`config.mk`:
```
export PLATFORM = sky130hd
export DESIGN_NAME = fbpa_ram
export DESIGN_NICKNAME = d
export VERILOG_FILES = /design/src/fbpa_ram.sv
export SDC_FILE = /design/constraint.sdc
export NUM_CORES = 1
export LEC_CHECK = 0
export ABC_AREA = 1
export BUFFER_PORTS_ARGS = -buffer_cell sky130_fd_sc_hd__buf_4
export CAP_MARGIN = 20
export CORE_MARGIN = 8
export CORE_UTILIZATION = 45
export CTS_BUF_LIST = sky130_fd_sc_hd__clkbuf_4
export DETAILED_ROUTE_END_ITERATION = 16
export PLACE_DENSITY = 0.67
export SLEW_MARGIN = 0
export SYNTH_ARGS = -nofsm -noshare
export SYNTH_HDL_FRONTEND = slang
export SYNTH_SLANG_ARGS = --single-unit
```
`constraint.sdc`:
```
create_clock -name clk -period 1 [get_ports clk]
set_clock_uncertainty 0.1 [all_clocks]
set_input_delay 0 -clock clk [delete_from_list [all_inputs] [get_ports clk]]
set_output_delay 0 -clock clk [all_outputs]
set_load 0.05 [all_outputs]
```
`src/fbpa_ram.sv`:
```
module fbpa_ram #(
  parameter int WIDTH = 8,
  parameter int DEPTH = 16
) (
  input  logic                     clk,
  input  logic                     we,
  input  logic [$clog2(DEPTH)-1:0] waddr,
  input  logic [WIDTH-1:0]         wdata,
  input  logic [$clog2(DEPTH)-1:0] raddr,
  output logic [WIDTH-1:0]         rdata
);

  logic [WIDTH-1:0] mem [DEPTH];

  always_ff @(posedge clk) begin
    if (we) begin
      mem[waddr] <= wdata;
    end
    rdata <= mem[raddr];
  end

endmodule

```
# Word level (Yosys, flattened, before mapping)
# Memories as Yosys holds them, arrays and structs flattened. A register that Yosys moved wholly into a read port is not among the register bits.
# Cells that the tools add are included.
# totals
regBits	0
ramBits	128
output_inout_bits	8
wordCells	3
memories	1
# classes
n_mux	2
# mem_list
memory	words	width	read_ports	rd_clocked_by_memory_dff	write_ports	line	text
mem	16	8	1	1	1	13	logic [WIDTH-1:0] mem [DEPTH];
# op_table
operator	count
2-to-1 mux 1 bit	2

# Longest topological paths before layout
# logic_depth
depth_word	2
ltp_mapped	8

# Least setup slack after synthesis
# Ideal clock, no wire load.
# synth_timing
path_type	in2reg
from	in waddr[3]
to	mem mem[4][0] (enable)
arrival_ns	0.581
t_required_ns	0.530
setup_slack_ns	-0.051
cell_stages	2
path_cell_list	nand3b_1 -> nor2_1
# synth_rtl
element	line	text
start, declared	7	input logic [$clog2(DEPTH)-1:0] waddr,
end, declared	13	
# Straight into the memory's write port.

# Worst setup path after layout
# layout_timing
from	reg rdata[4] (read register of mem)
to	out rdata[4]
# layout_rtl
element	line	text
start, declared	10	output logic [WIDTH-1:0] rdata
# No word-level cell between the ends.

==> metrics <==
RSZ-0062 raised after global routing true; register-to-register setup slack -0.06 ns; status finished, violations left; number of placed instances with taps included 755; x dimension of the die 129.2 µm; least setup slack across all paths after layout -0.1838 ns; Critical path destination rdata[4]; critical path required time 0.90 ns; number of detailed-routing iterations run before antenna repair 5; actual transition at the worst max-transition pin 0.3901 ns; kind of launch point of the worst setup path flop; total wire length 13290 µm; number of global-route vias before repair 3952; Crit path depth 1; register clock-pin slew on the reported worst setup and hold paths 0.11 ns; global placer's final weighted congestion 0.8440; total congestion overflow 0; R2R cell count 6; power per unit of standard cell area 1530 mW/mm²; number of antenna violations at the first check in global routing 1; Setup Viol. Count Final 16; failing checks negative hold slack, negative setup slack; clock sink total 136; Worst slew margin 73.96%; count of antenna-violating nets left after detailed routing 0; Residual DRC 0; worst reg2reg startpoint mem[7][0]$_DFFE_PP_; Top Ports 26; critical setup path kind reg -> out; clock latency on the worst-skew pair 0.55 ns; worst setup path startpoint rdata[4]$_DFF_P_; clock tree root buffer cell clkbuf_4; Hold Path Depth 4; HPWL Detailed 8655 µm; routed wirelength normalized by instance count 16.60 µm; buffer and inverter count on the worst path 1; core area 0.01257 mm²; Slew Limit Fails 0; final cell count without fillers 801; sequential fraction of the synthesis area 69.43%; biggest fanout along the worst timing path 1; per-instance average area after synthesis 10.47 µm²; Total Routing Usage GR 16.88%; number of synthesized register bits 136; initial drt markers 277; first-pass GRT wire length 20790 µm; cell class contributing the biggest share of worst-path delay flip-flops; Synth Net Count 569; Yosys Warn Count 0; initial cell density of the core 45.88%; path category of the worst min-delay check in -> reg; count of cell types in the netlist 12; maximum number of pins on one net before global-route repair 49; series of cell instances along the critical path buf_8; final number of hold-violating endpoints 21; maximum clock insertion buffer count 2; max incr delay on CP 0.38 ns; post-synthesis instance area 0.005767 mm²; worst vdd ir 831.6 µV; capturing element type of the critical path output pin; via total after detailed routing 3954; Nets 633; Filler Cells Inserted 1051; total leakage power 3.057 nW; fraction of final layout cells with drive strength greater than 1 27.07%; FF-to-FF End rdata[0]$_DFF_P_; top achievable clock speed 844.7 MHz; die area 0.01669 mm²; row count 41; area growth from synthesis to final layout 22.89%; average via count per standard cell 4.936; post-synthesis instance total 551; height of the die 129.2 µm; master of the slowest instance on the critical path dfxtp_2; post-layout min period 1.184 ns; arrival time at the worst endpoint 1.08 ns; # Max-Cap Violations 0; worst slack after detailed placement -0.1693 ns; TritonCTS clock tree yes; final-layout worst hold slack -0.01500 ns; clock buffer count from CTS 17; number of buffer cells added on primary ports 25; fin crit share 118.4%; number of H-tree branching levels 4
[how the worst min path moves through the flow]
| stage | from | end | slack [ns] |
|---|---|---|---|
| finish | waddr[3] | mem[7][1]$_DFFE_PP_ | -0.02 |
| global route | waddr[1] | mem[13][1]$_DFFE_PP_ | -0.01 |
| CTS | waddr[1] | mem[11][2]$_DFFE_PP_ | -0.01 |
| detailed placement | raddr[3] | rdata[7]$_DFF_P_ | 0.26 |
| global placement | raddr[3] | rdata[7]$_DFF_P_ | 0.24 |
| floorplan | wdata[0] | mem[0][0]$_DFFE_PP_ | -0.001 |
[metrics by stage]
| step | utilization (%) | instance area, µm² | power [W] | hold WS [ns] | setup TNS (ns) |
|---|---|---|---|---|---|
| floorplan | - | 5774 | 0.007104 | -0.001131 | -4.120 |
| global placement | 50.17 | 6306 | 0.007521 | 0.2437 | -7.933 |
| detailed placement | 50.17 | 6306 | 0.007540 | 0.2559 | -9.639 |
| CTS | 55.45 | 6969 | 0.01087 | -0.009650 | -2.896 |
| global route | 56.39 | 7087 | 0.01121 | -0.01422 | -2.377 |
| finish | 56.39 | 7087 | 0.01085 | -0.01500 | -1.358 |
[cells in the mapped netlist]
cell	count	area, µm²
nand2_1	173	649.4
buf_1	1	3.750
nand3_1	97	485.5
buf_2	13	65.06
inv_2	2	7.510
buf_6	6	67.56
nor2_1	17	63.81
edfxtp_1	128	3844
dfxtp_1	8	160.2
inv_1	100	375.4
nand3b_1	2	15.01
buf_4	4	30.03
[final cells by class]
class / instances / area (µm²) / share of cell area [%]
clock inverters: 7 / 55.05 / 0.7768
inverters: 102 / 382.9 / 5.403
flip-flops and latches: 136 / 4019 / 56.71
diodes: 1 / 2.502 / 0.03531
well taps: 172 / 215.2 / 3.037
repair buffers: 69 / 680.7 / 9.605
clock buffers: 25 / 187.7 / 2.648
multi-input cells: 289 / 1544 / 21.79
[report_power, final]
part           leakage [nW]  internal (W)  switching (W)
clock network         0.143       0.00142        0.00180
registers              1.22       0.00637      0.0000603
logic                  1.69      0.000441       0.000762
[sequential cells by signal, summed over array words and instances (netlist names)]
register,flops
mem,128
rdata,8
[layer usage]
| metal | routed length, µm | track usage [%] |
|---|---|---|
| met1 | 5682 | 20.51 |
| met2 | 6535 | 27.73 |
| met5 | 0 | 0 |
| met4 | 388 | 8.846 |
| met3 | 688 | 3.657 |
[cells by family (layout without fill, tap and decap cells)]
kind of cell | after synthesis | after routing | synth area share [%]
AND/OR/NAND/NOR | 289 | 289 | 21.05
other | 0 | 1 | 0
flip-flops | 136 | 136 | 69.43
buffers and inverters | 126 | 203 | 9.525
[worst reg2reg max path, cell delays in order (launching register included)]
cell and delay, ns:
edfxtp_1 0.39, inv_1 0.06, nand2_1 0.04, nand3_1 0.12
nand3_2 0.12, nand3_2 0.08, nand2_2 0.05
[layout by cell type (no fill, tap or decap), types with 4 or more instances in the layout]
cell type,synthesis,layout
inv_1,100,98
nor2_1,17,11
nand3_2,0,54
clkinv_1,0,4
nand2_2,0,13
edfxtp_1,128,128
inv_2,2,4
nand3_1,97,43
buf_8,0,8
dlygate4sd3_1,0,13
dfxtp_2,0,6
buf_12,0,5
clkbuf_4,0,25
buf_4,4,41
nor2_2,0,5
nand2_1,173,159
[timing repair]
action                                  CTS  global route
buffers inserted                          0             0
hold buffers                             15             2
resized for setup                        66            37
endpoints found under the setup margin   16           118
pin swaps                                28            22
cloned                                    0             0
hold endpoints to repair                217            54
(Power assumes the default switching activity.)
