==> src/fbpa_pkg.sv <==
package fbpa_pkg;

  // Pool geometry.
  localparam int MAX_BLOCKS     = 1024;
  localparam int MIN_ELEM_BYTES = 8;

  // Field widths.
  localparam int ADDR_W   = 32;
  localparam int ELEM_W   = 16;
  localparam int ALIGN_W  = 13;
  localparam int MASK_W   = ALIGN_W - 1;
  localparam int STRIDE_W = ELEM_W + 1;
  localparam int CFG_W    = 32;

  // A block index, and a link that can also hold the end-of-list marker.
  localparam int QB    = $clog2(MAX_BLOCKS);
  localparam int IDX_W = $clog2(MAX_BLOCKS + 1);

  // The divider produces QB quotient bits; the dividend is below stride * MAX_BLOCKS.
  localparam int DIVW    = STRIDE_W + QB;
  localparam int DCNT_W  = $clog2(QB + 1);
  localparam int CMP_W   = ADDR_W + 2;

  // Queue between the front and the back.
  localparam int QDEPTH = 2;
  localparam int QPTR_W = (QDEPTH > 1) ? $clog2(QDEPTH) : 1;
  localparam int QCNT_W = $clog2(QDEPTH + 1);

  // Configuration reset values.
  localparam logic [ELEM_W-1:0]  RESET_ELEM_BYTES = ELEM_W'(8);
  localparam logic [ALIGN_W-1:0] RESET_ELEM_ALIGN = ALIGN_W'(8);

  typedef enum logic [1:0] {
    ACT_INIT  = 2'd0,
    ACT_ALLOC = 2'd1,
    ACT_FREE  = 2'd2
  } action_t;

  typedef enum logic [1:0] {
    ST_OK        = 2'd0,
    ST_EMPTY     = 2'd1,
    ST_BAD_FREE  = 2'd2,
    ST_TOO_SMALL = 2'd3
  } status_t;

  typedef enum logic [1:0] {
    OP_INIT,
    OP_ALLOC,
    OP_FREE,
    OP_NOP
  } op_t;

  typedef enum logic [1:0] {
    CFG_POOL_BASE  = 2'd0,
    CFG_POOL_BYTES = 2'd1,
    CFG_ELEM_BYTES = 2'd2,
    CFG_ELEM_ALIGN = 2'd3
  } cfg_idx_t;

  typedef struct packed {
    action_t            action;
    logic [ADDR_W-1:0]  block_address;
  } req_t;

  typedef struct packed {
    logic [ADDR_W-1:0]  result_address;
    status_t            status;
  } rsp_t;

  typedef struct packed {
    op_t                op;
    logic [ADDR_W-1:0]  address;
  } item_t;

  typedef struct packed {
    logic               valid;
    item_t              item;
  } q_head_t;

  typedef struct packed {
    logic [ADDR_W-1:0]  pool_base;
    logic [ADDR_W-1:0]  pool_bytes;
    logic [ELEM_W-1:0]  elem_bytes;
    logic [ALIGN_W-1:0] block_align;
  } cfg_t;

  typedef struct packed {
    logic               we;
    logic [QB-1:0]      addr;
    logic [IDX_W-1:0]   data;
  } link_wr_t;

endpackage

==> src/fbpa_queue.sv <==
module fbpa_queue
  import fbpa_pkg::*;
(
  input  logic              clk,
  input  logic              rst,
  input  logic              push,
  input  item_t             push_item,
  input  logic              pop,
  output logic              full,
  output q_head_t           head,
  output logic [QCNT_W-1:0] count
);

  item_t             slots [QDEPTH];
  logic [QPTR_W-1:0] wr_ptr;
  logic [QPTR_W-1:0] rd_ptr;

  assign full       = (count == QCNT_W'(QDEPTH));
  assign head.valid = (count != '0);
  assign head.item  = slots[rd_ptr];

  function automatic logic [QPTR_W-1:0] wrap_inc(input logic [QPTR_W-1:0] p);
    return (p == QPTR_W'(QDEPTH - 1)) ? '0 : p + QPTR_W'(1);
  endfunction

  always_ff @(posedge clk) begin
    if (rst) begin
      wr_ptr <= '0;
      rd_ptr <= '0;
      count  <= '0;
    end else begin
      if (push) begin
        wr_ptr <= wrap_inc(wr_ptr);
      end
      if (pop) begin
        rd_ptr <= wrap_inc(rd_ptr);
      end
      if (push && !pop) begin
        count <= count + QCNT_W'(1);
      end else if (pop && !push) begin
        count <= count - QCNT_W'(1);
      end
    end
    if (push) begin
      slots[wr_ptr] <= push_item;
    end
  end

endmodule

==> config.mk <==
export PLATFORM = sky130hd
export DESIGN_NAME = fbpa_queue
export DESIGN_NICKNAME = d
export VERILOG_FILES = /design/src/fbpa_pkg.sv /design/src/fbpa_queue.sv
export SDC_FILE = /design/constraint.sdc
export NUM_CORES = 1
export LEC_CHECK = 0
export BUFFER_PORTS_ARGS = -buffer_cell sky130_fd_sc_hd__clkbuf_2
export CAP_MARGIN = 10
export CORE_ASPECT_RATIO = 1.25
export CORE_UTILIZATION = 36
export CTS_CLUSTER_DIAMETER = 120
export CTS_CLUSTER_SIZE = 12
export DETAILED_ROUTE_END_ITERATION = 8
export PLACE_DENSITY_LB_ADDON = 0.05
export SLEW_MARGIN = 20
export SYNTH_ARGS = -nofsm -noshare
export SYNTH_HDL_FRONTEND = slang
export SYNTH_SLANG_ARGS = --single-unit
==> constraint.sdc <==
create_clock -name clk -period 6.85 [get_ports clk]
set_input_delay 0.3425 -clock clk [delete_from_list [all_inputs] [get_ports clk]]
set_output_delay 0.3425 -clock clk [all_outputs]
set_load 0.02 [all_outputs]
* After elaboration in Yosys (flattened, before gate mapping)
Memories as Yosys holds them, arrays and structs flattened. A register that Yosys moved wholly into a read port is not among the register bits.
Cells that the tools add are included.
** Operators by class
- Add/subtract/negate cells :: 4
- Multiply operators :: 0
- Divide/modulo/power cells :: 0
- Order comparisons :: 0
- Equal/unequal tests :: 1
- Shift-type cells :: 0
- Mux-type cells :: 8
- Bitwise gates (word level) :: 0
- Reductions and logical operators :: 6
** Operators by type and width (number)
- 1-bit two-way mux :: 6
- 2-bit two-way mux :: 2
- 2-bit nonzero test :: 2
- 1-bit adder (second input constant) :: 2
- 2-bit by 1-bit adder with 2-bit output (second input constant) :: 1
- 2-bit equality test (second input constant) :: 1
- 1-bit logical AND :: 2
- 1-bit zero test :: 2
- 2-bit by 1-bit subtractor with 2-bit output (second input constant) :: 1
** Storage, ports and cells
- Bits in registers :: 4
- Bits in latches :: 0
- Memory bits (writable) :: 68
- Memory bits (read-only) :: 0
- Memories :: 1
** Memory list
- slots :: depth 2, width 34, rd ports 1, clocked after memory_dff 1, write ports 1, line fbpa_queue.sv:14 : item_t slots [QDEPTH];

* Logic depth before layout (Yosys ltp)
- Word-level depth :: 4
- Mapped depth :: 5

* Least setup slack after synthesis
Ideal clock, no wire load.
- Kind :: in2reg
- From :: in push
- To :: mem slots[0][0] in the netlist's numbering, enable pin
- Setup time :: 0.429 ns
- Arrival :: 1.876 ns
- Data required time :: 6.421 ns
- Path slack :: 4.545 ns
- Stages :: 1
- Buffers on the path :: 0
- Cells stage by stage :: nor2b_1
** On the way
- Cells in the longest elaborated chain, start to end :: 2
** RTL lines
- start, declared :: line fbpa_queue.sv:6 : input logic push,
- 1-bit two-way mux :: line fbpa_queue.sv:44 : if (push) begin
- 1-bit two-way mux (not written as such) :: line fbpa_queue.sv:45 : slots[wr_ptr] <= push_item;
- end, declared :: line fbpa_queue.sv:14
Every way passes these cells.

==> results_dict.tcl <==
set metrics [dict create \
    outcome "finished, final reports clean" \
    overflow 0 \
    num_io_pins 76 \
    dpl-instance-area_mm2 0.00313 \
    synth_compound_area_share_pct 0.376 \
    skew_ns 0.00389 \
    fin_tns_setup_ns 0 \
    hpwlAfterDp_um 2880 \
    synth_top_area_share_pct 76.7 \
    synth.area.mux_share_pct 14.4 \
    syn2layout_area_growth_pct 24.6 \
    maxCapViolCount 0 \
    drtPass1Iterations 4 \
    post_cts_buffers 0 \
    slew_violations 0 \
    synth_area_mm2 0.00266 \
    grt_max_degree 35 \
    viasPerCell 4.55 \
    seq_area_mm2 0.00214 \
    path_clk_slew_ns 0.07 \
    crit_end "head[7]" \
    synth_edf_count 68 \
    multi_input_area_um2 498 \
    cts_resized 0 \
    synth-xor-area-share_pct 1.32 \
    synth_simple_gate_area_share_pct 1.83 \
    syn_inst 128 \
    crit_path_start_kind "flip-flop" \
    reg2reg_depth 1 \
    dieArea_mm2 0.00775 \
    gr-usage-all-layers_pct 12.5 \
    synth_top_family_by_area "multiplexers" \
    wl_um 4410 \
    gp_congestion 0.621 \
    syn_avg_cell_area_um2 20.8 \
    coreArea_mm2 0.00706 \
    cts_buffers 9 \
    worst_setup_path_end_kind "primary output" \
    vdd_drop_max_uv 205 \
    synthTopCellsByArea "edfxtp_1, mux2_2, dfxtp_1" \
    tightest_slew_ns 0.990 \
    grt_pass1_wl_um 6930 \
    clk_latency_ns 0.33 \
    rows 34 \
    arrival_ns 1.80 \
    syn-num-nets 167 \
    finalCriticalPeriod_ns 2.14 \
    crit_family "flip-flops" \
    yosys.area.top_type "edfxtp_1" \
    async_flop_share_pct 0 \
    busiest_layer "met2" \
    path_depth 2 \
    cts.sinks 73 \
    power_density_mw_per_mm2 292 \
    root_buffer "clkbuf_8" \
    hold_path_class "in -> reg" \
    ctsHoldBuffers 0 \
    antenna_left 0 \
    final.period_utilization_pct 31.2 \
    fmax_ghz 0.467 \
    portBuffers 75 \
    critPathMaxStageDelay_ns 0.88 \
    drc 0 \
    met1_usage_pct 12.4 \
    nNetsFinal 249 \
    first_global_vias 1464 \
    yosys.cell_count.top_type "edfxtp_1" \
    cts_tree "built" \
    antenna_found_initial 0 \
    final-setup-viol-count 0 \
    grtUsageMet3_pct 4.49 \
    critPathMaxFanout 34 \
    synth_seq_area_share_pct 80.5 \
    num-fill-cells 656 \
    synth.ff_latch_count 73 \
    relSlewSlack_pct 33.9 \
    cp.required_ns 6.51 \
    wl_per_cell_um 14.5 \
    r2r-end "slots[1][23]" \
    crit_chain "mux2_2 > clkbuf_2" \
    yosys_most_used_dff "edfxtp_1" \
    cts_max_level 3 \
    synth_fa_ha_area_share_pct 0.470 \
    yosysUniqueCellTypes 17 \
    clk_path_buf_depth 2 \
    drive_above_1_share_pct 60.3 \
    drt_iter0_markers 62 \
    yosys-top-cells-count "edfxtp_1, mux2_2, dfxtp_1, nor2_1, buf_4" \
    die_w_um 78.9 \
    start_util_pct 37.7 \
    vias 1382 \
    rsz0062_at_grt "false" \
    yosysWarnings 0 \
    p_leak_nw 1.27 \
    fin_area_mm2 0.00332 \
    use_met2_pct 21.9 \
    antennaDiodeCount 0 \
    r2r_slack_ns 5.31 \
    path_class "reg -> out" \
    cp_num_buf_inv 1 \
    hold_viol 0 \
    r2r-start "wr_ptr" \
    die_y_um 98.2 \
    slowest_stage "dfxtp_2" \
]
[layer usage]
layer  up-vias  share of wire [%]
met2        51                 55
li1        653                  -
met3         9                5.8
met1       669                 37
met5         -                  0
met4         0                2.4
[flip-flops by register name, summed over array words and instances, names as in the netlist, named ones only]
register / count
wr_ptr: 1
rd_ptr: 1
count: 2
slots: 68
[layout make-up]
class	instances	share of cell area [%]
clock buffer	9	3.73
clock inverter	6	1.81
inverter	1	0.113
multi-input combinational	50	15.0
sequential	73	64.6
tap	90	3.39
timing repair buffer	75	11.3
[layout by cell type, fill, tap and decap left out, drive strengths merged]
cell	instances
edfxtp	68
nor2	4
ha	1
a21oi	1
dfxtp	5
and2b	1
or3	1
nor2b	1
and2	1
inv	1
clkinv	3
bufinv	1
or2	1
o21ai	1
xnor2	2
clkbuf	84
clkinvlp	2
mux2	34
xor2	2
[power by group]
part           internal [W]  total, W  switching (W)
logic             0.0000521  0.000122      0.0000703
registers          0.000519  0.000535      0.0000158
clock network      0.000164  0.000310       0.000146
[per-stage QoR]
step | utilization (%) | std cells | hold slack, ns | total power [W] | worst slack [ns]
6_report | 47.0 | 304 | 0.195 | 0.000967 | 4.71
3_5_place_dp | 44.4 | 289 | 0.508 | 0.000670 | 5.03
2_1_floorplan | - | 128 | 0.412 | 0.000622 | 4.55
4_1_cts | 47.0 | 304 | 0.172 | 0.000982 | 4.65
3_3_place_gp | 44.4 | 289 | 0.489 | 0.000666 | 5.05
5_1_grt | 47.0 | 304 | 0.166 | 0.00101 | 4.57
[worst min path at each step]
stage                  startpoint           end  cells past startpoint
detailed placement         rd_ptr     flip-flop                      2
floorplan                     rst      count[1]                      1
global route        push_item[32]  slots[0][32]                      1
CTS                 push_item[33]  slots[0][33]                      1
global placement         count[1]      count[1]                      2
finish              push_item[33]  slots[0][33]                      1
[logic make-up (layout without fill, tap and decap cells)]
logic type,Yosys count,count (layout)
simple gates,9,9
fa+ha+maj,1,1
compound gates,2,2
mux,34,34
xor+xnor,4,4
flops,73,73
buf+inv,5,91
(Power assumes the default switching activity.)
