**src/fbpa_pkg.sv**
```systemverilog
package fbpa_pkg;

  // Pool geometry.
  localparam int MAX_BLOCKS     = 1024;
  localparam int MIN_ELEM_BYTES = 8;

  // Field widths.
  localparam int ADDR_W   = 32;
  localparam int ELEM_W   = 16;
  localparam int ALIGN_W  = 13;
  localparam int MASK_W   = ALIGN_W - 1;
  localparam int STRIDE_W = ELEM_W + 1;
  localparam int CFG_W    = 32;

  // A block index, and a link that can also hold the end-of-list marker.
  localparam int QB    = $clog2(MAX_BLOCKS);
  localparam int IDX_W = $clog2(MAX_BLOCKS + 1);

  // The divider produces QB quotient bits; the dividend is below stride * MAX_BLOCKS.
  localparam int DIVW    = STRIDE_W + QB;
  localparam int DCNT_W  = $clog2(QB + 1);
  localparam int CMP_W   = ADDR_W + 2;

  // Queue between the front and the back.
  localparam int QDEPTH = 2;
  localparam int QPTR_W = (QDEPTH > 1) ? $clog2(QDEPTH) : 1;
  localparam int QCNT_W = $clog2(QDEPTH + 1);

  // Configuration reset values.
  localparam logic [ELEM_W-1:0]  RESET_ELEM_BYTES = ELEM_W'(8);
  localparam logic [ALIGN_W-1:0] RESET_ELEM_ALIGN = ALIGN_W'(8);

  typedef enum logic [1:0] {
    ACT_INIT  = 2'd0,
    ACT_ALLOC = 2'd1,
    ACT_FREE  = 2'd2
  } action_t;

  typedef enum logic [1:0] {
    ST_OK        = 2'd0,
    ST_EMPTY     = 2'd1,
    ST_BAD_FREE  = 2'd2,
    ST_TOO_SMALL = 2'd3
  } status_t;

  typedef enum logic [1:0] {
    OP_INIT,
    OP_ALLOC,
    OP_FREE,
    OP_NOP
  } op_t;

  typedef enum logic [1:0] {
    CFG_POOL_BASE  = 2'd0,
    CFG_POOL_BYTES = 2'd1,
    CFG_ELEM_BYTES = 2'd2,
    CFG_ELEM_ALIGN = 2'd3
  } cfg_idx_t;

  typedef struct packed {
    action_t            action;
    logic [ADDR_W-1:0]  block_address;
  } req_t;

  typedef struct packed {
    logic [ADDR_W-1:0]  result_address;
    status_t            status;
  } rsp_t;

  typedef struct packed {
    op_t                op;
    logic [ADDR_W-1:0]  address;
  } item_t;

  typedef struct packed {
    logic               valid;
    item_t              item;
  } q_head_t;

  typedef struct packed {
    logic [ADDR_W-1:0]  pool_base;
    logic [ADDR_W-1:0]  pool_bytes;
    logic [ELEM_W-1:0]  elem_bytes;
    logic [ALIGN_W-1:0] block_align;
  } cfg_t;

  typedef struct packed {
    logic               we;
    logic [QB-1:0]      addr;
    logic [IDX_W-1:0]   data;
  } link_wr_t;

endpackage

```
**src/fbpa_front.sv**
```systemverilog
module fbpa_front
  import fbpa_pkg::*;
(
  input  logic  clk,
  input  logic  rst,
  input  logic  start,
  input  req_t  request,
  input  logic  q_full,
  output logic  busy,
  output logic  push,
  output item_t push_item
);

  logic  stage_valid;
  item_t stage_item;
  logic  accept;
  op_t   op_class;

  // Holding a beat is only a problem when the queue cannot take it this cycle.
  assign busy      = stage_valid && q_full;
  assign accept    = start && !busy;
  assign push      = stage_valid && !q_full;
  assign push_item = stage_item;

  always_comb begin
    unique case (request.action)
      ACT_INIT:  op_class = OP_INIT;
      ACT_ALLOC: op_class = OP_ALLOC;
      ACT_FREE:  op_class = OP_FREE;
      default:   op_class = OP_NOP;
    endcase
  end

  always_ff @(posedge clk) begin
    if (rst) begin
      stage_valid <= 1'b0;
    end else if (accept) begin
      stage_valid <= 1'b1;
    end else if (push) begin
      stage_valid <= 1'b0;
    end
    if (accept) begin
      stage_item.op      <= op_class;
      stage_item.address <= request.block_address;
    end
  end

endmodule

```
**config.mk**
```make
export PLATFORM = sky130hd
export DESIGN_NAME = fbpa_front
export DESIGN_NICKNAME = d
export VERILOG_FILES = /design/src/fbpa_pkg.sv /design/src/fbpa_front.sv
export SDC_FILE = /design/constraint.sdc
export NUM_CORES = 1
export LEC_CHECK = 0
export BUFFER_PORTS_ARGS = -buffer_cell sky130_fd_sc_hd__buf_2
export CAP_MARGIN = 25
export CORE_ASPECT_RATIO = 1.2
export CORE_MARGIN = 4
export CORE_UTILIZATION = 39
export CTS_CLUSTER_DIAMETER = 150
export DETAILED_ROUTE_END_ITERATION = 7
export PLACE_DENSITY = 0.76
export SKIP_CTS_REPAIR_TIMING = 1
export SLEW_MARGIN = 20
export SYNTH_ARGS = -nofsm -noshare
export SYNTH_HDL_FRONTEND = slang
export SYNTH_SLANG_ARGS = --single-unit
```
**constraint.sdc**
```tcl
create_clock -name clk -period 2.35 [get_ports clk]
set_clock_uncertainty 0.1 [all_clocks]
set_input_delay 0.47 -clock clk [delete_from_list [all_inputs] [get_ports clk]]
set_output_delay 0.47 -clock clk [all_outputs]
set_load 0.1 [all_outputs]
```
* Word-level counts from Yosys, hierarchy flattened
Cells that the tools add are included.
Widths: inputs -> output; s select.
** Storage, ports and cells
- Input bits :: 38
- Output and inout bits :: 36
- Word-level logic and storage cells :: 15
- Register bits :: 35
** Operators by class
- Eq/ne operators :: 2
- Reduce and logical (&&, ||, !) cells :: 7
- Muxes and demuxes :: 3
** Operator list (number)
- $pmux 2 s3 :: 1
- $logic_and 1x1->1 :: 3
- $eq 2x1->1 const B :: 1
- $eq 2x2->1 const B :: 1
- $logic_not 1->1 :: 2
- $logic_not 2->1 :: 1
- $mux 1 :: 2
- $reduce_bool 2->1 :: 1

* Longest topological paths before layout
- Depth after elaboration :: 4
- Depth in mapped cells :: 2
- Mapped depth without buffers :: 2

* Least setup slack after synthesis
Ideal clock, no wire load.
- Path kind :: input port to flip-flop
- From :: input port q_full
- To :: register stage_item, in the netlist push_item[0], enable pin
- Slack :: 177 ps
- Data required time :: 1852 ps
- Path buffers :: 0
- Library setup time :: 398 ps
- Cell stages on the path :: 2
- Arrival time :: 1675 ps
- Path through :: and2_4 -> nor2b_2
** On the way
- Longest elaborated chain between the ends :: 3
** Ends and longest elaborated chain
- start: declaration :: RTL line fbpa_front.sv:8 : input logic q_full,
- $logic_and 1x1->1 :: RTL line fbpa_front.sv:20 : assign busy = stage_valid && q_full;
- $logic_not 1->1 :: RTL line fbpa_front.sv:21 : assign accept = start && !busy;
- $logic_and 1x1->1 :: RTL line fbpa_front.sv:21
- net accept :: RTL line fbpa_front.sv:16 : logic accept;
- end: declaration :: RTL line fbpa_front.sv:15 : item_t stage_item;
The timed path passes the listed nets, and every way through them passes these cells.
A chain may end at the register's enable or synchronous reset.

* Worst setup path in the final report
- From :: register stage_valid
- To :: output port busy
** On the way
- Longest elaborated chain between the ends :: 1
** Ends and longest elaborated chain
- start: declaration :: RTL line fbpa_front.sv:14 : logic stage_valid;
- start signal: assignment :: RTL line fbpa_front.sv:36 : stage_valid <= 1'b0;
- start signal: assignment :: RTL line fbpa_front.sv:38 : stage_valid <= 1'b1;
- start signal: assignment :: RTL line fbpa_front.sv:40 : stage_valid <= 1'b0;
- $logic_and 1x1->1 :: RTL line fbpa_front.sv:20
- end: declaration :: RTL line fbpa_front.sv:9 : output logic busy,
Every way passes these cells.

==> results_dict.tcl <==
set metrics [dict create \
    synthCells 42 \
    place_inst 147 \
    top_layer "met4" \
    hold_viol 0 \
    worstSetupEndpoint "busy" \
    max_freq_mhz 545 \
    synth_top_cell_by_area "edfxtp_1" \
    p_per_area_nw_per_um2 870 \
    place_congestion 0.668 \
    drv_slew 0 \
    via_count 684 \
    path_depth 2 \
    ys_top_cells_by_area "edfxtp_1 (94%), dfxtp_1 (1.8%), and2_4 (0.81%)" \
    synth_top_area_frac 0.942 \
    critPathMaxStageDelay_ns 0.42 \
    hpwl_microns 1620 \
    maxCapViolations 0 \
    startpoint "stage_valid$_SDFFE_PP0P_" \
    drcViolationCount 0 \
    numCtsBuffers 5 \
    row_count 20 \
    post_layout_nonfiller_instances 155 \
    wl_met2_microns 1070 \
    r2r_end "push_item[13]$_DFFE_PP_" \
    whs_path_depth 2 \
    avgSynthCellArea_sq_um 25.8 \
    path_cells "and2_4 -> buf_2" \
    slowest_stage "buf_2" \
    portBuffers 73 \
    r2r_start "stage_valid$_SDFFE_PP0P_" \
    crit_family "buffers and inverters" \
    crit_type "reg -> out" \
    rrSetupSlack_ns 0.88 \
    setup_violations 0 \
    status "finished, final reports clean" \
    post-route-min-period_ns 1.84 \
    period_share 0.781 \
    core_area_sq_um 2600 \
    worst-path-buf-inv 1 \
    cts_root_buffer "clkbuf_4" \
    syn_area_sq_um 1080 \
    worstPathRequired_ns 1.78 \
    initialDrtViolationCount 9 \
    wl_met1_microns 559 \
    layout-drive-gt1-share 0.672 \
    grt-ovfl-total 0 \
    start_kind "flip-flop" \
    synth-seq-cells 35 \
    arrival_ns 1.27 \
    vdd_drop_max_v 0.000548 \
    path_clk_slew_ns 0.09 \
    finalSetupTns_ns 0 \
    die_h_microns 65.7 \
    first_pass_iters 4 \
    pin_count 74 \
    dieArea_sq_um 3690 \
    worstMarginPinSlew_ns 0.503 \
    yosys_warnings 0 \
    ys_types 8 \
    syn-num-nets 80 \
    die_w_microns 56.1 \
    wl_per_cell_microns 13.0 \
    grt_pass1_vias 722 \
    antenna_found_initial 0 \
    grt_use_total 0.119 \
    n_antenna_cell 0 \
    cts.sinks 35 \
    htreeDepth 2 \
    cts_tree "done" \
    wl_met3_microns 343 \
    post_drt_via_cell_ratio 4.41 \
    wl_microns 2010 \
    grt_setup_unrepaired "no" \
    slew_headroom 0.667 \
    initial_core_util 0.416 \
    ant_nets 0 \
    nets 159 \
    critPathMaxFanout 3 \
    grt_max_degree 21 \
    end_kind "primary output" \
    reg2reg_depth 3 \
    worstHoldPathType "in -> reg" \
    grt_pass1_wl_microns 3160 \
    leakagePower_uw 0.000685 \
    cts_max_path_buffers 2 \
    ys_seq_area_frac 0.961 \
    clk_latency_ns 0.30 \
    area_delta_synth_final_pct 43.6 \
]
per-stage QoR:
stage / area (sq um) / hold slack [ns] / setup WS, ns / total power [uW] / util
after detailed placement: 1510 / 0.453 / 0.585 / 1100 / 0.579
final: 1560 / 0.220 / 0.514 / 1350 / 0.598
after floorplan: 1080 / 0.367 / 0.177 / 1030 / -
after CTS: 1560 / 0.203 / 0.498 / 1370 / 0.598
after global placement: 1510 / 0.384 / 0.598 / 1090 / 0.579
after global routing: 1560 / 0.190 / 0.455 / 1420 / 0.598
worst reg2reg max path: cells and delay by family (launching register included):
kind | cells | cell delay, ns
and+or+nand+nor | 2 | 0.52
DFF | 1 | 0.34
buffers and inverters | 1 | 0.22
Yosys cell counts:
master	instances
edfxtp_1	34
clkbuf_1	2
a21oi_1	1
and2_4	1
and2b_2	1
dfxtp_1	1
nor2_1	1
nor2b_2	1
how the worst min path moves through the flow:
| stage | startpoint | end | slack, ns |
|---|---|---|---|
| CTS | rst | stage_valid$_SDFFE_PP0P_ | 0.20 |
| finish | rst | stage_valid$_SDFFE_PP0P_ | 0.22 |
| floorplan | stage_valid$_SDFFE_PP0P_ | stage_valid$_SDFFE_PP0P_ | 0.37 |
| global placement | stage_valid$_SDFFE_PP0P_ | stage_valid$_SDFFE_PP0P_ | 0.38 |
| global route | request[29] | push_item[29]$_DFFE_PP_ | 0.19 |
| detailed placement | stage_valid$_SDFFE_PP0P_ | stage_valid$_SDFFE_PP0P_ | 0.45 |
report_power, final:
group,total [uW],switching [uW],internal [uW]
sequential,735,7.84,727
combinational,346,294,51.7
clock,273,162,111
metal layers:
metal	GRT usage	vias to the layer above
met5	0	-
met4	0.0801	0
met3	0.0786	4
met2	0.206	50
met1	0.0939	311
li1	-	319
flip-flops by register name, summed over array words and instances, names as in the netlist:
signal / count
stage_valid: 1
push_item: 34
area by class of cell:
class | count | area (sq um)
flip-flops and latches | 35 | 1040
fillers | 226 | 1050
clock buffers | 6 | 41.3
well taps | 33 | 41.3
repair buffers | 74 | 385
multi-input cells | 5 | 40.0
clock inverters | 2 | 7.51
cells by family (layout without fill, tap and decap cells):
family | count (synthesis) | in the layout | share of synthesized area
compound gates | 1 | 1 | 0.00461
buf+inv | 2 | 82 | 0.00693
simple gates | 4 | 4 | 0.0277
flops | 35 | 35 | 0.961
placed cells by master, fill, tap and decap left out:
master	count
buf_2	73
edfxtp_1	34
clkbuf_4	5
clkinv_1	2
and2_4	1
nor2b_4	1
and2b_2	1
a21oi_1	1
nor2_1	1
clkbuf_1	1
buf_12	1
dfxtp_1	1
Note: power is estimated with default switching activity, not from simulation.
