===== src/fbpa_pkg.sv =====
package fbpa_pkg;

  // Pool geometry.
  localparam int MAX_BLOCKS     = 1024;
  localparam int MIN_ELEM_BYTES = 8;

  // Field widths.
  localparam int ADDR_W   = 32;
  localparam int ELEM_W   = 16;
  localparam int ALIGN_W  = 13;
  localparam int MASK_W   = ALIGN_W - 1;
  localparam int STRIDE_W = ELEM_W + 1;
  localparam int CFG_W    = 32;

  // A block index, and a link that can also hold the end-of-list marker.
  localparam int QB    = $clog2(MAX_BLOCKS);
  localparam int IDX_W = $clog2(MAX_BLOCKS + 1);

  // The divider produces QB quotient bits; the dividend is below stride * MAX_BLOCKS.
  localparam int DIVW    = STRIDE_W + QB;
  localparam int DCNT_W  = $clog2(QB + 1);
  localparam int CMP_W   = ADDR_W + 2;

  // Queue between the front and the back.
  localparam int QDEPTH = 2;
  localparam int QPTR_W = (QDEPTH > 1) ? $clog2(QDEPTH) : 1;
  localparam int QCNT_W = $clog2(QDEPTH + 1);

  // Configuration reset values.
  localparam logic [ELEM_W-1:0]  RESET_ELEM_BYTES = ELEM_W'(8);
  localparam logic [ALIGN_W-1:0] RESET_ELEM_ALIGN = ALIGN_W'(8);

  typedef enum logic [1:0] {
    ACT_INIT  = 2'd0,
    ACT_ALLOC = 2'd1,
    ACT_FREE  = 2'd2
  } action_t;

  typedef enum logic [1:0] {
    ST_OK        = 2'd0,
    ST_EMPTY     = 2'd1,
    ST_BAD_FREE  = 2'd2,
    ST_TOO_SMALL = 2'd3
  } status_t;

  typedef enum logic [1:0] {
    OP_INIT,
    OP_ALLOC,
    OP_FREE,
    OP_NOP
  } op_t;

  typedef enum logic [1:0] {
    CFG_POOL_BASE  = 2'd0,
    CFG_POOL_BYTES = 2'd1,
    CFG_ELEM_BYTES = 2'd2,
    CFG_ELEM_ALIGN = 2'd3
  } cfg_idx_t;

  typedef struct packed {
    action_t            action;
    logic [ADDR_W-1:0]  block_address;
  } req_t;

  typedef struct packed {
    logic [ADDR_W-1:0]  result_address;
    status_t            status;
  } rsp_t;

  typedef struct packed {
    op_t                op;
    logic [ADDR_W-1:0]  address;
  } item_t;

  typedef struct packed {
    logic               valid;
    item_t              item;
  } q_head_t;

  typedef struct packed {
    logic [ADDR_W-1:0]  pool_base;
    logic [ADDR_W-1:0]  pool_bytes;
    logic [ELEM_W-1:0]  elem_bytes;
    logic [ALIGN_W-1:0] block_align;
  } cfg_t;

  typedef struct packed {
    logic               we;
    logic [QB-1:0]      addr;
    logic [IDX_W-1:0]   data;
  } link_wr_t;

endpackage


===== src/fbpa_back.sv =====
module fbpa_back
  import fbpa_pkg::*;
(
  input  logic             clk,
  input  logic             rst,
  input  cfg_t             cfg,
  input  q_head_t          head,
  output logic             pop,
  output link_wr_t         link_wr,
  output logic [QB-1:0]    link_raddr,
  input  logic [IDX_W-1:0] link_rdata,
  output logic             done,
  output rsp_t             result
);

  typedef enum logic [2:0] {
    S_IDLE,
    S_ALLOC,
    S_INIT_CHK,
    S_RANGE,
    S_DIV,
    S_WALK
  } state_t;

  state_t              state;
  logic [IDX_W-1:0]    free_head;
  logic [IDX_W-1:0]    block_total;
  logic [ADDR_W-1:0]   aligned_base;
  logic [STRIDE_W-1:0] block_stride;
  logic [ADDR_W:0]     work_base;
  logic [ADDR_W:0]     limit;
  logic [CMP_W-1:0]    numer;
  logic                is_free;
  logic [DIVW-1:0]     prod;
  logic [DIVW-1:0]     rem;
  logic [DIVW-1:0]     dsr;
  logic [QB-1:0]       quo;
  logic [DCNT_W-1:0]   div_cnt;
  logic [IDX_W-1:0]    walk_idx;

  logic [ALIGN_W-1:0]  sm1, sm2, sm4, sm8;
  logic [MASK_W-1:0]   mask;
  logic [ELEM_W-1:0]   elem_eff;
  logic [ADDR_W:0]     base_up;
  logic [STRIDE_W-1:0] stride_up;
  logic [ADDR_W:0]     region_end;
  logic [ADDR_W:0]     limit_up;
  logic [CMP_W-1:0]    room;
  logic [CMP_W-1:0]    stride_max;
  logic [DIVW:0]       trial;
  logic                trial_ok;
  logic [DIVW-1:0]     rem_final;
  logic [QB-1:0]       quo_final;
  logic                free_ok;
  logic [IDX_W-1:0]    walk_succ;
  logic                walk_last;

  // Alignment mask: smear the alignment down and drop its top bit, so a value
  // that is not a power of two acts as its highest set bit and zero acts as one.
  always_comb begin
    sm1        = cfg.block_align | (cfg.block_align >> 1);
    sm2        = sm1 | (sm1 >> 2);
    sm4        = sm2 | (sm2 >> 4);
    sm8        = sm4 | (sm4 >> 8);
    mask       = MASK_W'(sm8 >> 1);
    elem_eff   = (cfg.elem_bytes < ELEM_W'(MIN_ELEM_BYTES)) ?
                 ELEM_W'(MIN_ELEM_BYTES) : cfg.elem_bytes;
    base_up    = ({1'b0, cfg.pool_base} + (ADDR_W+1)'(mask)) & ~(ADDR_W+1)'(mask);
    stride_up  = ({1'b0, elem_eff} + STRIDE_W'(mask)) & ~STRIDE_W'(mask);
    region_end = {1'b0, cfg.pool_base} + {1'b0, cfg.pool_bytes};
    limit_up   = region_end[ADDR_W] ? {1'b1, {ADDR_W{1'b0}}} : region_end;
    room       = CMP_W'(limit) - CMP_W'(work_base) - CMP_W'(elem_eff);
    stride_max = CMP_W'(block_stride) * CMP_W'(MAX_BLOCKS);
    trial      = {1'b0, rem} - {1'b0, dsr};
    trial_ok   = !trial[DIVW];
    rem_final  = trial_ok ? trial[DIVW-1:0] : rem;
    quo_final  = QB'({quo, trial_ok});
    free_ok    = (rem_final == '0) && (IDX_W'(quo_final) < block_total);
    walk_succ  = walk_idx + IDX_W'(1);
    walk_last  = (walk_succ == block_total);
  end

  assign pop        = (state == S_IDLE) && head.valid;
  assign link_raddr = free_head[QB-1:0];

  always_comb begin
    link_wr.we   = 1'b0;
    link_wr.addr = walk_idx[QB-1:0];
    link_wr.data = walk_last ? IDX_W'(MAX_BLOCKS) : walk_succ;
    if (state == S_WALK) begin
      link_wr.we = 1'b1;
    end else if (state == S_DIV && div_cnt == '0 && is_free && free_ok) begin
      link_wr.we   = 1'b1;
      link_wr.addr = quo_final;
      link_wr.data = free_head;
    end
  end

  always_ff @(posedge clk) begin
    if (rst) begin
      state        <= S_IDLE;
      free_head    <= IDX_W'(MAX_BLOCKS);
      block_total  <= '0;
      aligned_base <= '0;
      block_stride <= '0;
      done         <= 1'b0;
    end else begin
      done <= 1'b0;
      unique case (state)
        S_IDLE: begin
          if (head.valid) begin
            unique case (head.item.op)
              OP_INIT: begin
                work_base    <= base_up;
                aligned_base <= base_up[ADDR_W-1:0];
                block_stride <= stride_up;
                limit        <= limit_up;
                free_head    <= IDX_W'(MAX_BLOCKS);
                block_total  <= '0;
                is_free      <= 1'b0;
                state        <= S_INIT_CHK;
              end
              OP_ALLOC: begin
                if (free_head == IDX_W'(MAX_BLOCKS)) begin
                  done   <= 1'b1;
                  result <= '{result_address: '0, status: ST_EMPTY};
                end else begin
                  prod  <= DIVW'(free_head[QB-1:0]) * DIVW'(block_stride);
                  state <= S_ALLOC;
                end
              end
              OP_FREE: begin
                if (block_total == '0 || head.item.address < aligned_base) begin
                  done   <= 1'b1;
                  result <= '{result_address: '0, status: ST_BAD_FREE};
                end else begin
                  numer   <= CMP_W'(head.item.address - aligned_base);
                  is_free <= 1'b1;
                  state   <= S_RANGE;
                end
              end
              default: begin
                done   <= 1'b1;
                result <= '{result_address: '0, status: ST_OK};
              end
            endcase
          end
        end
        S_ALLOC: begin
          free_head <= link_rdata;
          done      <= 1'b1;
          result    <= '{result_address: aligned_base + ADDR_W'(prod), status: ST_OK};
          state     <= S_IDLE;
        end
        S_INIT_CHK: begin
          if (room[CMP_W-1]) begin
            done   <= 1'b1;
            result <= '{result_address: '0, status: ST_TOO_SMALL};
            state  <= S_IDLE;
          end else begin
            numer <= room;
            state <= S_RANGE;
          end
        end
        S_RANGE: begin
          if (numer >= stride_max) begin
            if (is_free) begin
              done   <= 1'b1;
              result <= '{result_address: '0, status: ST_BAD_FREE};
              state  <= S_IDLE;
            end else begin
              block_total <= IDX_W'(MAX_BLOCKS);
              walk_idx    <= '0;
              state       <= S_WALK;
            end
          end else begin
            rem     <= numer[DIVW-1:0];
            dsr     <= DIVW'(block_stride) << (QB - 1);
            quo     <= '0;
            div_cnt <= DCNT_W'(QB - 1);
            state   <= S_DIV;
          end
        end
        S_DIV: begin
          rem <= rem_final;
          quo <= quo_final;
          dsr <= dsr >> 1;
          if (div_cnt == '0) begin
            if (is_free) begin
              done  <= 1'b1;
              state <= S_IDLE;
              if (free_ok) begin
                free_head <= IDX_W'(quo_final);
                result    <= '{result_address: '0, status: ST_OK};
              end else begin
                result    <= '{result_address: '0, status: ST_BAD_FREE};
              end
            end else begin
              block_total <= IDX_W'(quo_final) + IDX_W'(1);
              walk_idx    <= '0;
              state       <= S_WALK;
            end
          end else begin
            div_cnt <= div_cnt - DCNT_W'(1);
          end
        end
        S_WALK: begin
          walk_idx <= walk_succ;
          if (walk_last) begin
            free_head <= '0;
            done      <= 1'b1;
            result    <= '{result_address: '0, status: ST_OK};
            state     <= S_IDLE;
          end
        end
        default: begin
          state <= S_IDLE;
        end
      endcase
    end
  end

endmodule


===== config.mk =====
export PLATFORM = sky130hd
export DESIGN_NAME = fbpa_back
export DESIGN_NICKNAME = d
export VERILOG_FILES = /design/src/fbpa_pkg.sv /design/src/fbpa_back.sv
export SDC_FILE = /design/constraint.sdc
export NUM_CORES = 1
export LEC_CHECK = 0
export BUFFER_PORTS_ARGS = -buffer_cell sky130_fd_sc_hd__buf_2
export CAP_MARGIN = 20
export CORE_ASPECT_RATIO = 2
export CORE_MARGIN = 3
export CORE_UTILIZATION = 55
export DETAILED_ROUTE_END_ITERATION = 10
export PLACE_DENSITY_LB_ADDON = 0.25
export SLEW_MARGIN = 10
export SYNTH_ARGS = -nofsm -noshare
export SYNTH_HDL_FRONTEND = slang
export SYNTH_SLANG_ARGS = --single-unit

===== constraint.sdc =====
create_clock -name clk -period 10.9 [get_ports clk]
set_input_delay 2.18 -clock clk [delete_from_list [all_inputs] [get_ports clk]]
set_output_delay 2.18 -clock clk [all_outputs]
set_load 0.005 [all_outputs]

Word-level counts from Yosys, hierarchy flattened
Index checks and enable logic that the tools add are counted.
Cells by class
  add/subtract/negate cells: 11
  multipliers: 1
  div/mod/pow operators: 0
  magnitude comparators: 4
  equality and inequality tests: 32
  shift-type cells: 0
  mux-type cells: 73
  bitwise gates (word level): 10
  reduce and logical (&&, ||, !) cells: 31
Operator list (number)
  34-bit 2-to-1 mux: 13
  34-bit case mux with 6 select lines: 1
  11-bit 2-to-1 mux: 16
  27-bit case mux with 2 select lines: 2
  34-bit case mux with 3 select lines: 1
  27-bit 2-to-1 mux: 3
  34-bit case mux with 2 select lines: 1
  11-bit case mux with 3 select lines: 2
  11-bit case mux with 4 select lines: 1
  34-bit by 27-bit greater-or-equal comparator with 1-bit output: 1
  33-bit by 33-bit subtractor with 34-bit output: 1
  34-bit by 16-bit subtractor with 34-bit output: 1
  32-bit by 12-bit adder with 33-bit output: 1
  32-bit by 32-bit adder with 33-bit output: 1
  33-bit AND: 1
  33-bit 2-to-1 mux: 1
  12-bit NOT with 33-bit output: 1
  32-bit by 32-bit subtractor with 33-bit output: 1
  32-bit by 27-bit adder with 32-bit output: 1
  32-bit less-than comparator: 1
  2-bit != test (second input constant): 15
  27-bit by 27-bit subtractor with 28-bit output: 1
  27-bit logical NOT: 1
  10-bit by 17-bit multiplier with 27-bit output: 1
  other kinds (55): 93
Storage, ports and cells
  register bits: 315
  latch bits: 0
  memory bits (writable): 0
  memory bits (read-only): 0
  output and inout port bits: 68
  word-level logic and storage cells: 181
  memories kept: 0

Depth between registers and ports, before layout
Gate-level depths: netlist of run 1.
  depth in word-level cells: 8
  mapped depth: 24
  mapped depth without buffers: 22

Least setup slack after synthesis of run 1
Ideal clock, no wire load.
  path kind: input to register
  from: input cfg[28] in the netlist's numbering
  to: register numer[0], enable pin
  arrival: 7947 ps
  path slack: 2485 ps
  stages on the path: 17
  path buffers: 0
  cell sequence: nor4_1 -> a41o_1 -> inv_1 -> fa_1 -> inv_1 -> ha_1 -> o21a_1 -> o21ai_0 -> nand2b_1 -> a2111o_1 -> nand3_1 -> o21ai_1 -> and4_1 -> a2111oi_1 -> xnor2_1 -> a32oi_1 -> nor3_1
On the way
  word-level cells in the longest chain between the ends: 5
RTL lines
  start, declared: RTL line fbpa_back.sv:6  | input cfg_t cfg,
  16-bit by 4-bit less-than comparator with 1-bit output: RTL line fbpa_back.sv:66  | elem_eff = (cfg.elem_bytes < ELEM_W'(MIN_ELEM_BYTES)) ?
  16-bit 2-to-1 mux (*): RTL line fbpa_back.sv:66
  34-bit by 16-bit subtractor with 34-bit output (*): RTL line fbpa_back.sv:72  | room = CMP_W'(limit) - CMP_W'(work_base) - CMP_W'(elem_eff);
  2-bit != test (no source line) (*)
  6-bit AND reduction (no source line) (*)
  end signal, assigned: RTL line fbpa_back.sv:137  | numer <= CMP_W'(head.item.address - aligned_base);
  end signal, assigned: RTL line fbpa_back.sv:161  | numer <= room;
  end, declared: RTL line fbpa_back.sv:32  | logic [CMP_W-1:0] numer;
Every way passes the cells marked *; elsewhere a longest branch is shown, timed or not.
A chain may end at the register's enable or synchronous reset.

==> qor.yml, run 1 <==
route.met2.wl_mm: 46.1
reg2reg_from: "free_head[2]$_SDFFE_PP0P_"
hold_path_class: "reg2reg"
drc_errors: 0
wl_met3_mm: 4.85
num_vias: 25000
internal_power_mw: 2.86
ys_warn_count: 0
synthCells: 3268
netlist_top_cells_area: "edfxtp_1 25%, ha_1 12%, fa_1 9.6%"
async_flop_share_pct: 0
area_growth_pct: 8.92
yosysTopAreaCellShare_pct: 24.7
r2r_slack_ns: 3.97
cp_top_family: "simple AND/OR/NAND/NOR gates"
vias_per_cell: 6.11
drv_cap: 0
slew_viol_final: 0
synth-adder-area-share_pct: 22.0
r2r_cells: 20
clock_sink_count: 314
cts_tree: "done"
crit_chain: "ha_1 -> nand2_1 -> o21ai_0 -> o21ai_0 -> nor3_1 -> a31oi_4 -> buf_4 -> inv_2 -> mux2_1 -> nand3_1 -> nand4_1 -> nor4_4 -> nand4_4 -> mux2_4 -> buf_2"
grt_pass1_vias: 25700
finalClockSkew_ns: 0.0251
grt_max_degree: 72
switchingPower_mw: 1.95
fp.coreArea_um2: 52100
grt_pass1_wl_mm: 139
critPathMaxFanout: 40
setup_viol: 0
p_sw_share_pct: 40.6
place_hpwl_mm: 72.0
hold_end: "block_total[2]$_SDFFE_PP0P_"
wl_met1_mm: 30.8
synthSimpleGateAreaFrac_pct: 17.5
top_layer_used: "met5"
syn_area_um2: 29100
wl_per_cell_um: 22.0
synth_seq_area_share_pct: 29.8
fin_cells: 4088
ys_dominant_reg_cell: "edfxtp_1"
worstSetupPathType: "reg2out"
hold_start: "block_total[2]$_SDFFE_PP0P_"
die_x_um: 169
worstMarginPinSlew_ns: 1.15
num_rows: 118
drtIter0Drc: 1909
slowest_stage: "nand4_4"
critPathRequiredTime_ns: 8.72
die_h_um: 331
timing.final.hold_violations: 0
cp_num_buf_inv: 3
crit_arrival_ns: 5.81
max-slew-margin-rel_pct: 23.4
min_path_cells: 2
synth-compound-area-share_pct: 16.5
place_inst: 4028
ioPinCount: 209
endpoint_kind: "output pin"
worst_skew_pair.late_latency_ns: 0.61
yosysTopAreaCell: "edfxtp_1"
worstSetupStartpointType: "register"
avgSynthCellArea_um2: 8.90
grtUsageTotal_pct: 31.7
root_buffer: "clkbuf_16"
critPathMaxStageDelay_ns: 0.54
status: "complete, no violations"
postCtsSetupBuffers: 0
setup_tns_ns: 0
cts_hold_buf: 0
p_leak_nw: 14.1
synth_mux_area_share_pct: 1.31
powerDensity_nw_per_um2: 152
cts_buffers: 30
start_util_pct: 55.8
postRouteAntennaNets: 0
grt-ovfl-total: 0
h-tree-depth: 1
gp_congestion: 0.959
drtPass1Iterations: 6
pwr-share-comb_pct: 40.9
fin_crit_sh_pct: 73.3
die-area_um2: 55900
synth_top_family_by_area: "adder cells"
synth-xor-area-share_pct: 6.20
wirelength_mm: 90.0
r2r-end: "prod[26]$_DFFE_PP_"
synth_nets: 3836
ir_worst_vdd_mv: 0.136
drive_gt1_share_pct: 10.5
synth_cell_types: 94
cts_resized: 0
rsz0062_at_grt: "no"
yosys_register_bits: 314
clk_pin_slew_worst_paths_ns: 0.07
synth_edf_count: 239
p_seq_share_pct: 36.0
finalCriticalPeriod_ns: 7.99
clock_path_buffers: 3
path_common_cell: "o21ai_0"
fmax_mhz: 125
port_buffers: 207
clkPwrFrac_pct: 23.1
fin_nets: 3968
antenna_found_initial: 6
[layout make-up]
| class | instances | area (um^2) |
|---|---|---|
| flip-flops and latches | 314 | 8680 |
| fillers | 4591 | 20400 |
| diodes | 4 | 10.0 |
| multi-input cells | 2452 | 18500 |
| repair buffers | 234 | 1240 |
| clock buffers | 33 | 805 |
| inverters | 368 | 1380 |
| clock inverters | 23 | 223 |
| well taps | 660 | 826 |
[routing by layer]
| layer | vias up | global-route usage [%] |
|---|---|---|
| met5 | - | 0 |
| li1 | 11600 | - |
| met1 | 12000 | 32.8 |
| met2 | 983 | 57.5 |
| met4 | 6 | 24.0 |
| met3 | 342 | 3.58 |
[flip-flops by register name, indices dropped and copies added (netlist names), 3 cells and up]
| name | count |
|---|---|
| div_cnt | 4 |
| limit | 33 |
| dsr | 26 |
| rem | 27 |
| prod | 27 |
| state | 3 |
| numer | 34 |
| block_stride | 17 |
| walk_idx | 11 |
| free_head | 11 |
| quo | 9 |
| block_total | 11 |
| work_base | 33 |
| result | 34 |
| aligned_base | 32 |
[Yosys cell counts (9+ instances only)]
cell and instances:
buf_1 11, nand2_1 316, nand4_1 47, edfxtp_1 239, nor4_1 22, and2_1 98
nor2_1 254, nand3_1 58, a31oi_1 33, and3_1 36, nand2b_1 31, nor2b_1 28
o31ai_1 16, mux2_4 19, o21bai_1 22, ha_1 287, o211ai_1 9, or3_1 23
xnor2_1 144, clkbuf_1 106, a211o_1 12, fa_1 140, buf_4 10, dfxtp_1 75
inv_1 367, or2_2 11, a21oi_1 232, a21o_1 87, o21a_1 50, nor3b_1 9
xor2_1 62, nor3_1 79, o21ai_0 139, a211oi_1 39
[worst reg2reg max path, stage by stage, from the launching register on]
cell and delay [ns]:
dfxtp_1 1.08, nand2_1 0.20, fa_1 0.55, inv_1 0.05
fa_1 0.50, inv_1 0.05, fa_1 0.49, fa_1 0.55
inv_1 0.06, fa_1 0.48, ha_1 0.27, or3_1 0.37
o21ai_0 0.11, a211oi_1 0.10, o311ai_0 0.56, o21ai_0 0.16
a21oi_1 0.33, o21ai_0 0.14, a21oi_1 0.29, o21ai_0 0.17
xnor2_1 0.16
[cells by family (layout without fill, tap and decap cells)]
| kind of cell | Yosys count | in the layout |
|---|---|---|
| simple gates | 1049 | 1049 |
| compound gates | 742 | 742 |
| buf+inv | 502 | 658 |
| fa+ha+maj | 427 | 427 |
| flops | 314 | 314 |
| xor+xnor | 206 | 206 |
| mux | 28 | 28 |
| other cells | 0 | 4 |
[power by group through the flow]
stage | logic [mW] | registers, mW | clock network [mW]
2_1_floorplan | 1.41 | 1.64 | 0
3_3_place_gp | 1.88 | 1.75 | 0
3_5_place_dp | 1.93 | 1.75 | 0
4_1_cts | 1.95 | 1.73 | 1.12
5_1_grt | 2.16 | 1.75 | 1.16
6_report | 1.97 | 1.73 | 1.11
[cell usage in the layout, fill, tap and decap left out, types with 62 or more instances in the layout]
cell,synthesis,routed
nor3_1,79,77
fa_1,140,140
o21ai_0,139,139
a21oi_1,232,231
dfxtp_1,75,75
nor2_1,254,252
inv_1,367,367
a21o_1,87,87
ha_1,287,287
and2_1,98,98
xnor2_1,144,144
xor2_1,62,62
buf_2,4,207
nand2_1,316,315
edfxtp_1,239,239
[worst max-delay path by stage]
stage | startpoint | end | slack [ns] | cells past startpoint
2_1_floorplan | cfg[28] | numer[0]$_DFFE_PP_ | 2.49 | 17
3_3_place_gp | cfg[28] | result[12]$_DFFE_PP_ | 2.73 | 19
3_5_place_dp | cfg[28] | result[23]$_DFFE_PP_ | 2.54 | 19
4_1_cts | rem[22]$_DFFE_PP_ | link_wr[1] | 2.85 | 15
5_1_grt | rem[22]$_DFFE_PP_ | link_wr[4] | 2.61 | 15
6_report | rem[22]$_DFFE_PP_ | link_wr[4] | 2.91 | 15
[stage by stage]
| step | util [%] | worst slack, ns | hold WS (ns) | total power, mW | cell area [um^2] |
|---|---|---|---|---|---|
| 6_report | 60.8 | 2.91 | 0.470 | 4.81 | 31700 |
| 5_1_grt | 60.8 | 2.61 | 0.490 | 5.07 | 31700 |
| 4_1_cts | 60.8 | 2.85 | 0.471 | 4.80 | 31700 |
| 3_5_place_dp | 58.8 | 2.54 | 0.462 | 3.68 | 30600 |
| 3_3_place_gp | 58.8 | 2.73 | 0.457 | 3.63 | 30600 |
| 2_1_floorplan | - | 2.49 | 0.444 | 3.05 | 29100 |
Note: power is estimated with default switching activity, not from simulation.
==> run 2: changes to the inputs <==
- clock period: 10.9 -> 6.7 ns (I/O delays scaled with it)
==> run 2 against run 1 <==
Clock skew down 0.010 ns. Sequential power up 58%. Hold slack about the same. Non-clock buffer count up 43. Via count up 0.75%. Die area unchanged. Total power up 66%. Design area up 1.5%. Clock power up 70%. Core utilization up 0.94 points. Global-route usage up 0.32 points.
==> qor.yml, run 2 (same netlist as run 1, synthesis figures left out) <==
finish.utilization_pct: 61.7
setup_tns_ns: 0
area_growth_pct: 10.6
port_buffers: 207
route.met2.wl_mm: 45.7
endpoint_kind: "output pin"
h-tree-depth: 1
fin_crit_sh_pct: 95.8
worstSetupStartpointType: "register"
grt_pass1_wl_mm: 140
hold_end: "block_total[2]$_SDFFE_PP0P_"
worst_skew_pair.late_latency_ns: 0.60
grt_max_degree: 72
clk_pin_slew_worst_paths_ns: 0.07
whs_ns: 0.470
num_vias: 25200
die_h_um: 331
timing.final.hold_violations: 0
wirelength_mm: 90.1
reg2reg_from: "block_stride[4]$_SDFFE_PP0P_"
worstSetupPathType: "reg2out"
rsz0062_at_grt: "no"
status: "complete, no violations"
place_inst: 4065
drive_gt1_share_pct: 11.8
cts_tree: "done"
wl_met1_mm: 31.0
r2r_cells: 20
place_hpwl_mm: 73.0
crit_chain: "inv_1 -> ha_1 -> fa_1 -> nand2b_1 -> a21oi_2 -> o211ai_2 -> o31ai_4 -> xnor2_1 -> nor3_1 -> and4_1 -> a31oi_1 -> nor4_4 -> buf_4 -> buf_12 -> nand4_4 -> mux2_4 -> buf_2"
die_x_um: 169
worstMarginPinSlew_ns: 1.03
cts_buffers: 31
clock_path_buffers: 3
gp_congestion: 0.999
grtUsageTotal_pct: 32.0
r2r-end: "prod[26]$_DFFE_PP_"
drtIter0Drc: 1897
ir_worst_vdd_mv: 0.234
p_leak_nw: 14.4
wl_met3_mm: 4.62
fin_cells: 4133
wl_per_cell_um: 21.8
hold_start: "block_total[2]$_SDFFE_PP0P_"
drc_errors: 0
finalClockSkew_ns: 0.0150
root_buffer: "clkbuf_16"
ioPinCount: 209
critPathMaxStageDelay_ns: 0.39
max-slew-margin-rel_pct: 30.4
grt_pass1_vias: 26100
r2r_slack_ns: 0.38
hold_path_class: "reg2reg"
setup_viol: 0
cp_top_family: "simple AND/OR/NAND/NOR gates"
final_cell_mix: "367 x inv_1, 315 x nand2_1, 287 x ha_1, 252 x nor2_1, 239 x edfxtp_1"
fin_nets: 4013
num_rows: 118
slowest_stage: "fa_1"
finalCriticalPeriod_ns: 6.42
postRouteAntennaNets: 0
min_path_cells: 2
top_regs: "numer: 34 flops, result: 34 flops"
critPathRequiredTime_ns: 5.36
fp.coreArea_um2: 52100
mostFrequentLayoutCell: "inv_1"
vias_per_cell: 6.09
drtPass1Iterations: 8
finalPower_mw: 7.97
antenna_found_initial: 5
slew_viol_final: 0
fmax_mhz: 156
powerDensity_nw_per_um2: 248
die-area_um2: 55900
cts_hold_buf: 0
cp_num_buf_inv: 4
clock_sink_count: 314
crit_arrival_ns: 5.08
drv_cap: 0
top_layer_used: "met4"
critPathMaxFanout: 11
start_util_pct: 55.8
grt-ovfl-total: 0
==> run 2: worst register-to-register path: cells and delay by family, from the launching register on <==
kind	cells	cell delay [ns]
adder cells (fa/ha/maj)	6	2.70
AND/OR/NAND/NOR	2	0.54
flip-flops	1	0.71
AO/OA/AOI/OAI	8	1.80
buffers and inverters	3	0.17
XOR/XNOR	1	0.15
==> run 2: area by class of cell <==
| cell class | instances | area, um^2 |
|---|---|---|
| Timing Repair Buffer | 277 | 1610 |
| Multi-Input combinational cell | 2453 | 18600 |
| Sequential cell | 314 | 8680 |
| Clock inverter | 20 | 213 |
| Tap cell | 660 | 826 |
| Clock buffer | 38 | 875 |
| Fill cell | 4526 | 19900 |
| Antenna cell | 3 | 7.51 |
| Inverter | 368 | 1380 |
==> run 2: metrics by stage <==
step | area (um^2) | worst slack (ns)
2_1_floorplan | 29100 | 0.171
3_3_place_gp | 31000 | 0.0886
3_5_place_dp | 31000 | 0.0765
4_1_cts | 32100 | 0.0762
5_1_grt | 32200 | 0.0179
6_report | 32200 | 0.282
==> run 2: worst max path at each step <==
stage,from,endpoint,slack [ns],depth (start not counted)
2_1_floorplan,cfg[28],numer[0]$_DFFE_PP_,0.17,17
3_3_place_gp,cfg[28],numer[32]$_DFFE_PP_,0.09,21
3_5_place_dp,cfg[28],numer[32]$_DFFE_PP_,0.08,21
4_1_cts,rem[0]$_DFFE_PP_,link_wr[13],0.08,16
5_1_grt,rem[22]$_DFFE_PP_,link_wr[15],0.02,17
6_report,rem[0]$_DFFE_PP_,link_wr[17],0.28,17
==> run 2: routing by layer <==
| metal | GRT usage, % | up-vias |
|---|---|---|
| met5 | 0 | - |
| met4 | 25.0 | 0 |
| met3 | 3.22 | 356 |
| met2 | 56.9 | 1006 |
| met1 | 34.2 | 12100 |
| li1 | - | 11700 |
==> run 2: what timing repair did <==
action	4_1_cts	5_1_grt
pin swaps	2	0
endpoints found under the hold margin	0	0
gates resized for setup	1	9
setup buffers	2	1
gates cloned	1	0
setup endpoints to repair	21	24
==> run 2: power by group <==
group	internal, mW	switching, mW	leakage [nW]	total (mW)
registers	2.50	0.243	2.82	2.74
logic	1.22	2.11	11.1	3.33
clock network	1.05	0.840	0.521	1.89
